File: src/hw/rtl/bba_pkg.sv
// shared constants, types and helpers for the buddy block allocator
`timescale 1ns / 1ps
`default_nettype none

package bba_pkg;

   localparam int MAX_UNITS = 1024;

   // largest pool order that fits the tree
   localparam int ORDER_MAX = $clog2(MAX_UNITS + 1) - 1;
   localparam int RESET_ORDER = (10 > ORDER_MAX) ? ORDER_MAX : 10;
   localparam int TREE_NODES = 2 * MAX_UNITS - 1;
   localparam int NODE_W = $clog2(TREE_NODES);

   // field widths of the request, response and pool order write
   localparam int MODE_W = 2;
   localparam int SIZE_W = 11;
   localparam int OFFSET_W = 10;
   localparam int STATUS_W = 3;
   localparam int ORDER_W = 4;

   // bit length helper input width, and width of orders, depths and node codes
   localparam int BL_W = (SIZE_W > NODE_W + 1) ? SIZE_W : NODE_W + 1;
   localparam int LVL_W = $clog2(BL_W + 2);

   typedef enum logic [MODE_W-1:0] {
      MODE_ALLOC = 2'd0,
      MODE_FREE  = 2'd1,
      MODE_QUERY = 2'd2,
      MODE_RSVD  = 2'd3
   } mode_type;

   typedef enum logic [STATUS_W-1:0] {
      STAT_OK        = 3'd0,
      STAT_NO_SPACE  = 3'd1,
      STAT_BAD_SIZE  = 3'd2,
      STAT_RANGE     = 3'd3,
      STAT_NOT_ALLOC = 3'd4
   } stat_code_type;

   typedef enum logic [3:0] {
      S_CLEAR,
      S_IDLE,
      S_DECODE,
      S_ROOT_WAIT,
      S_DESC_WAIT,
      S_MARK,
      S_UP_WAIT,
      S_REF_WAIT,
      S_DONE
   } state_type;

   typedef enum logic [3:0] {
      DP_NOP,
      DP_CLR_INIT,
      DP_CLR_STEP,
      DP_LOAD,
      DP_RD_ROOT,
      DP_RD_LEAF,
      DP_RD_LEFT,
      DP_DESCEND,
      DP_MARK,
      DP_RESTORE,
      DP_CAPTURE,
      DP_CLIMB,
      DP_MERGE,
      DP_RESP_OK,
      DP_RESP_ERR
   } dp_op_type;

   typedef struct packed {
      dp_op_type     op;
      stat_code_type err;
   } dp_cmd_type;

   typedef struct packed {
      mode_type mode;
      logic     clr_last;
      logic     req_zero;
      logic     k_over;
      logic     off_over;
      logic     root_short;
      logic     at_target;
      logic     next_at_target;
      logic     node_zero;
      logic     at_root;
      logic     parent_root;
   } dp_stat_type;

   // number of significant bits of v
   function automatic logic [LVL_W-1:0] bit_len(input logic [BL_W-1:0] v);
      logic [LVL_W-1:0] n;
      n = '0;
      for (int i = 0; i < BL_W; i++) begin
         if (v[i]) begin
            n = LVL_W'(i + 1);
         end
      end
      return n;
   endfunction

endpackage

`default_nettype wire

File: src/hw/rtl/bba_ctrl.sv
// controller state machine sequencing tree walks of the allocator
`timescale 1ns / 1ps
`default_nettype none

module bba_ctrl (
   input  wire logic                 clock,
   input  wire logic                 reset,
   input  wire logic                 start,
   input  wire logic                 csr_wr_en,
   input  wire bba_pkg::dp_stat_type stat,
   output bba_pkg::dp_cmd_type       cmd,
   output logic                      busy
);

   bba_pkg::state_type state_ff;
   bba_pkg::state_type state_in;

   always_ff @(posedge clock) begin
      if (reset) begin
         state_ff <= bba_pkg::S_CLEAR;
      end else begin
         state_ff <= state_in;
      end
   end

   always_comb begin
      state_in = state_ff;
      cmd.op = bba_pkg::DP_NOP;
      cmd.err = bba_pkg::STAT_OK;
      unique case (state_ff)
         bba_pkg::S_CLEAR: begin
            cmd.op = bba_pkg::DP_CLR_STEP;
            if (stat.clr_last) begin
               state_in = bba_pkg::S_IDLE;
            end
         end
         bba_pkg::S_IDLE: begin
            if (start) begin
               cmd.op = bba_pkg::DP_LOAD;
               state_in = bba_pkg::S_DECODE;
            end
         end
         bba_pkg::S_DECODE: begin
            unique case (stat.mode)
               bba_pkg::MODE_ALLOC: begin
                  priority if (stat.req_zero) begin
                     cmd.op = bba_pkg::DP_RESP_ERR;
                     cmd.err = bba_pkg::STAT_BAD_SIZE;
                     state_in = bba_pkg::S_IDLE;
                  end else if (stat.k_over) begin
                     cmd.op = bba_pkg::DP_RESP_ERR;
                     cmd.err = bba_pkg::STAT_NO_SPACE;
                     state_in = bba_pkg::S_IDLE;
                  end else begin
                     cmd.op = bba_pkg::DP_RD_ROOT;
                     state_in = bba_pkg::S_ROOT_WAIT;
                  end
               end
               bba_pkg::MODE_FREE, bba_pkg::MODE_QUERY: begin
                  if (stat.off_over) begin
                     cmd.op = bba_pkg::DP_RESP_ERR;
                     cmd.err = bba_pkg::STAT_RANGE;
                     state_in = bba_pkg::S_IDLE;
                  end else begin
                     cmd.op = bba_pkg::DP_RD_LEAF;
                     state_in = bba_pkg::S_UP_WAIT;
                  end
               end
               bba_pkg::MODE_RSVD: begin
                  cmd.op = bba_pkg::DP_RESP_ERR;
                  cmd.err = bba_pkg::STAT_BAD_SIZE;
                  state_in = bba_pkg::S_IDLE;
               end
               default: begin
                  state_in = bba_pkg::S_IDLE;
               end
            endcase
         end
         bba_pkg::S_ROOT_WAIT: begin
            priority if (stat.root_short) begin
               cmd.op = bba_pkg::DP_RESP_ERR;
               cmd.err = bba_pkg::STAT_NO_SPACE;
               state_in = bba_pkg::S_IDLE;
            end else if (stat.at_target) begin
               state_in = bba_pkg::S_MARK;
            end else begin
               cmd.op = bba_pkg::DP_RD_LEFT;
               state_in = bba_pkg::S_DESC_WAIT;
            end
         end
         bba_pkg::S_DESC_WAIT: begin
            cmd.op = bba_pkg::DP_DESCEND;
            if (stat.next_at_target) begin
               state_in = bba_pkg::S_MARK;
            end
         end
         bba_pkg::S_MARK: begin
            cmd.op = bba_pkg::DP_MARK;
            state_in = stat.at_root ? bba_pkg::S_DONE : bba_pkg::S_REF_WAIT;
         end
         bba_pkg::S_UP_WAIT: begin
            // nearest used node at or above the leaf is the covering block
            priority if (stat.node_zero) begin
               if (stat.mode == bba_pkg::MODE_FREE) begin
                  cmd.op = bba_pkg::DP_RESTORE;
                  state_in = stat.at_root ? bba_pkg::S_DONE : bba_pkg::S_REF_WAIT;
               end else begin
                  cmd.op = bba_pkg::DP_CAPTURE;
                  state_in = bba_pkg::S_DONE;
               end
            end else if (stat.at_root) begin
               cmd.op = bba_pkg::DP_RESP_ERR;
               cmd.err = bba_pkg::STAT_NOT_ALLOC;
               state_in = bba_pkg::S_IDLE;
            end else begin
               cmd.op = bba_pkg::DP_CLIMB;
            end
         end
         bba_pkg::S_REF_WAIT: begin
            cmd.op = bba_pkg::DP_MERGE;
            if (stat.parent_root) begin
               state_in = bba_pkg::S_DONE;
            end
         end
         bba_pkg::S_DONE: begin
            cmd.op = bba_pkg::DP_RESP_OK;
            state_in = bba_pkg::S_IDLE;
         end
         default: begin
            state_in = bba_pkg::S_CLEAR;
         end
      endcase
      // a pool order write restarts the clearing sweep
      if (csr_wr_en) begin
         cmd.op = bba_pkg::DP_CLR_INIT;
         cmd.err = bba_pkg::STAT_OK;
         state_in = bba_pkg::S_CLEAR;
      end
   end

   assign busy = (state_ff != bba_pkg::S_IDLE);

endmodule

`default_nettype wire

File: config.mk
export PLATFORM = sky130hd
export DESIGN_NAME = bba_ctrl
export DESIGN_NICKNAME = d
export VERILOG_FILES = /design/src/hw/rtl/bba_pkg.sv /design/src/hw/rtl/bba_ctrl.sv
export SDC_FILE = /design/constraint.sdc
export NUM_CORES = 1
export LEC_CHECK = 0
export ABC_AREA = 1
export BUFFER_PORTS_ARGS = -buffer_cell sky130_fd_sc_hd__buf_2
export CAP_MARGIN = 25
export CORE_AREA = 2 2 43 45
export CTS_CLUSTER_DIAMETER = 80
export DETAILED_ROUTE_END_ITERATION = 8
export DIE_AREA = 0 0 45 47
export PLACE_DENSITY_LB_ADDON = 0.12
export SYNTH_ARGS = -nofsm -noshare
export SYNTH_HDL_FRONTEND = slang
export SYNTH_SLANG_ARGS = --single-unit
File: constraint.sdc
create_clock -name clock -period 1.43 [get_ports clock]
set_input_delay 0.0715 -clock clock [delete_from_list [all_inputs] [get_ports clock]]
set_output_delay 0.0715 -clock clock [all_outputs]
set_load 0.05 [all_outputs]
## Word-level counts from Yosys, hierarchy flattened

Cells that the tools add are included.

| word-level totals | value |
|---|---|
| register bits | 4 |
| bits in latches | 0 |
| RAM bits | 0 |
| ROM bits | 0 |
| input bits | 16 |
| output and inout port bits | 8 |
| logic and storage cells | 56 |
| memories kept | 0 |

| operators by class | value |
|---|---|
| $add $sub $neg | 0 |
| multiply operators | 0 |
| div/mod/pow operators | 0 |
| $lt $le $gt $ge | 0 |
| eq/ne operators | 17 |
| shifts and indexed selects | 0 |
| multiplexer cells | 33 |
| bitwise operators | 0 |
| reductions and logical operators | 5 |

Operators with widths:

| operator | count |
|---|---|
| 4-bit one-hot mux with 9 select lines | 2 |
| 4-bit 2-to-1 mux | 12 |
| 7-bit one-hot mux with 3 select lines | 1 |
| 3-bit 2-to-1 mux | 6 |
| 4-bit by 3-bit == test with 1-bit output, second input constant | 4 |
| 7-bit 2-to-1 mux | 2 |
| 4-bit one-hot mux with 3 select lines | 1 |
| 2-bit 2-to-1 mux | 5 |
| 3-bit one-hot mux with 3 select lines | 1 |
| 4-bit by 2-bit == test with 1-bit output, second input constant | 2 |
| 2-bit inequality test, second input constant | 4 |
| 5-bit AND reduction | 1 |
| 2-bit == test, second input constant | 2 |
| 4-bit by 1-bit == test with 1-bit output, second input constant | 1 |
| 4-bit == test, second input constant | 1 |
| 4-bit zero test | 1 |
| 4-bit by 1-bit inequality test with 1-bit output, second input constant | 1 |
| 2-bit OR reduction | 2 |
| 1-bit 2-to-1 mux | 3 |
| 3-bit inequality test, second input constant | 1 |
| 2-bit by 1-bit == test with 1-bit output, second input constant | 1 |
| 2-bit zero test | 1 |

## Depth between registers and ports, before layout

| logic depth | value |
|---|---|
| depth in word-level cells | 5 |
| depth in mapped cells | 10 |

## Worst setup path after synthesis

Ideal clock, no wire load.

| timing path | value |
|---|---|
| kind | register to output |
| from | reg state_ff[2] |
| to | out cmd[4] in the netlist's numbering |
| data arrival time | 2.000 ns |
| required time | 1.359 ns |
| slack | -0.642 ns |
| cell stages (with the launch flop) | 6 |
| cell sequence | dfxtp_1 -> nor2_1 -> nand2_1 -> nor2_1 -> nor3_1 -> a21oi_1 |

RTL lines:

| item | line | source |
|---|---|---|
| start: declaration | bba_ctrl.sv:15 | `bba_pkg::state_type state_ff;` |
| start signal: assignment | bba_ctrl.sv:20 | `state_ff <= bba_pkg::S_CLEAR;` |
| start signal: assignment | bba_ctrl.sv:22 | `state_ff <= state_in;` |
| end: declaration | bba_ctrl.sv:11 | `output bba_pkg::dp_cmd_type cmd,` |

==> flow_metrics.py <==
metrics = {
    "synth": {
        "yosysSeqAreaShare_pct": 12.6,
        "synth_cell_type_count": 21,
        "ys_warn_count": 0,
        "synth_edf_count": 0,
        "netlist_instances": 119,
        "synth_area_um2": 637,
        "synthTopCellsByCount": "nand2_1 (26), inv_1 (22), nor2_1 (16)",
        "synth_top_cell_by_area": "nand2_1",
        "syn-num-nets": 138,
        "synth_top_area_share_pct": 15.3,
        "netlist_top_cells_area": "nand2_1 (15%), inv_1 (13%), dfxtp_1 (13%)",
        "ys_async_sr_fraction_pct": 0,
        "synth_most_common_cell": "nand2_1",
        "synth-main-ff-cell": "dfxtp_1",
        "ys_ff_latch": 4,
        "syn_avg_cell_area_um2": 5.35,
    },
    "run": {
        "cap_violations": 0,
    },
    "layout": {
        "drive_gt1_share_pct": 58.3,
        "antenna_cells": 0,
        "multi_input_area_um2": 684,
        "area_growth_pct": 93.3,
        "reg.largest.list": "state_ff: 4 flops",
        "fin_util_pct": 74.5,
        "finalNetCount": 184,
        "seq_area_um2": 95.1,
        "regMostFlops": "state_ff",
        "fillers": 122,
        "largest_reg_flops": 4,
        "stdcell_count": 180,
    },
    "worst_hold_path": {
        "hp-start": "reset",
        "holdPathStages": 3,
        "hold_path_class": "in2reg",
    },
    "sta": {
        "finalMaxSlewViolations": 0,
        "max_freq_mhz": 648,
        "setup_slack_ns": -0.114,
        "slew-limit-headroom_pct": 82.1,
        "whs_ns": 0.121,
        "fin_skew_ns": 0.00420,
        "layout_min_cycle_time_ns": 1.54,
        "hold_viol": 0,
        "worstMarginPinSlew_ns": 0.266,
        "finalCritPeriodShare_pct": 108,
        "rsz0062_at_grt": "true",
        "setup_viol_count_final": 7,
    },
    "detailed_routing": {
        "drtIter0Drc": 60,
        "wl_per_cell_um": 13.9,
        "ant_nets": 0,
        "first_pass_iters": 4,
        "drc": 0,
        "vias": 947,
        "vias_per_cell": 5.26,
        "routed_wl_um": 2500,
    },
    "critical_path": {
        "cpMaxStageDelayCell": "dfxtp_4",
        "startpoint": "state_ff[3]$_SDFFE_PP0P_",
        "cp_max_fo": 4,
        "crit_type": "reg2out",
        "reg2reg_depth": 8,
        "r2r_start": "state_ff[3]$_SDFFE_PP0P_",
        "crit_family": "flip-flops",
        "cp_num_cells": 8,
        "crit_required_ns": 1.36,
        "cpPeakStageDelay_ns": 0.36,
        "path_cells": "inv_6, nand2_4, nor2_4, inv_2, a21oi_2, nor3_2, a21oi_4, buf_6",
        "crit_buf_inv": 3,
        "arrival_ns": 1.47,
        "cp-start-kind": "register",
        "critPathCaptureType": "output port",
    },
    "clocking": {
        "cts_buffer_depth": 2,
        "cts-root-buf": "clkbuf_4",
        "cts_buffers": 3,
        "clk_pin_slew_ns": 0.04,
        "clkSinkCount": 4,
        "cts_tree": "yes",
        "clock_latency_ns": 0.24,
        "cts_hold_buffers": 0,
        "h-tree-depth": 1,
    },
    "floorplan": {
        "chipHeight_um": 47,
        "core_area_mm2": 0.00165,
        "row_count": 15,
        "die_area_mm2": 0.00212,
        "io_pins": 24,
        "start_util_pct": 38.6,
        "fp.dieW_um": 45,
    },
    "placed_design": {
        "dp.cells": 171,
        "dp_hpwl_um": 1670,
        "io_buffers": 23,
        "gp_congestion": 0.845,
    },
    "global_routing": {
        "overflow": 0,
        "grt_max_degree": 9,
        "grtUsageTotal_pct": 23.7,
        "grt_pass1_wl_um": 3700,
        "antenna_found_initial": 0,
        "grt_pass1_vias": 884,
    },
    "power_and_ir_drop": {
        "p_leak_nw": 0.606,
        "power.density_mw_per_mm2": 370,
        "ir_drop_mv": 0.212,
    },
    "run_status": {
        "status": "complete, but fails checks",
        "violations": "setup timing",
    },
}
-- final timing paths --
| check | endpoint | slack [ns] |
|---|---|---|
| worst max register to register | state_ff[1]$_SDFFE_PP0P_ | 0 |
| worst min register to register | state_ff[2]$_SDFFE_PP0P_ | 0.57 |
| worst min-delay path | state_ff[0]$_SDFFE_PP0P_ | 0.12 |
| worst max-delay path | cmd[4] | -0.11 |
-- cell type report --
cell class,instances,share of cell area (%)
clock buffer,3,1.83
inverter,22,7.72
multi-input combinational,92,55.6
sequential,4,7.72
tap,17,1.73
timing repair buffer,42,25.4
-- cells in the final DEF (no fill, tap or decap), types with 2 or more instances in the layout --
cell,instances
a21oi_1,3
a21oi_2,2
a21oi_4,2
buf_2,16
buf_4,16
buf_6,10
clkbuf_4,3
dfxtp_4,4
ha_1,3
inv_1,17
inv_2,2
inv_6,2
nand2_1,20
nand2_2,4
nand2_4,6
nand3_1,6
nand3_2,4
nand3b_1,2
nor2_1,7
nor2_2,4
nor2_4,9
nor3_2,3
nor3_4,2
o211ai_1,2
o21ai_0,5
o21ai_2,2
-- logic make-up (layout without fill, tap and decap cells) --
logic type	Yosys count	count (layout)	share of synthesized area, %
simple gates	71	71	52.3
buf+inv	23	67	13.6
compound gates	18	18	15.7
flops	4	4	12.6
fa+ha+maj	3	3	5.89
-- where the power goes --
group	internal (W)	switching (W)
registers	0.000108	0.00000534
clock network	0.0000945	0.0000550
logic	0.0000763	0.000116
-- timing repair --
| action | in CTS | in global routing |
|---|---|---|
| setup buffers | 3 | 3 |
| resized for setup | 43 | 29 |
| pin swaps | 5 | 10 |
| endpoints found under the setup margin | 7 | 10 |
| cloned | 0 | 0 |
| hold endpoints to repair | 0 | 0 |
-- through the flow --
stage | total power [W] | instance area [um^2] | setup slack [ns] | setup TNS [ns]
after floorplan | 0.000216 | 689 | -0.0109 | -0.0109
after global placement | 0.000272 | 920 | -0.0275 | -0.0476
after detailed placement | 0.000274 | 920 | -0.0505 | -0.0629
after CTS | 0.000444 | 1100 | -0.104 | -0.456
after global routing | 0.000484 | 1230 | -0.184 | -0.996
final | 0.000456 | 1230 | -0.114 | -0.527
-- worst min-delay path, stage by stage --
cell and delay (ns):
buf_2 0.07, or2_2 0.13, a21oi_1 0.04
-- metal layers --
metal  vias to the layer above  wire length, um  track usage [%]
li1                        468                -                -
met1                       423              935             28.3
met2                        44             1330             42.0
met3                        12              125             1.15
met4                         0              108             14.1
met5                         -                0                0
Power figures use the tool's default switching activity.
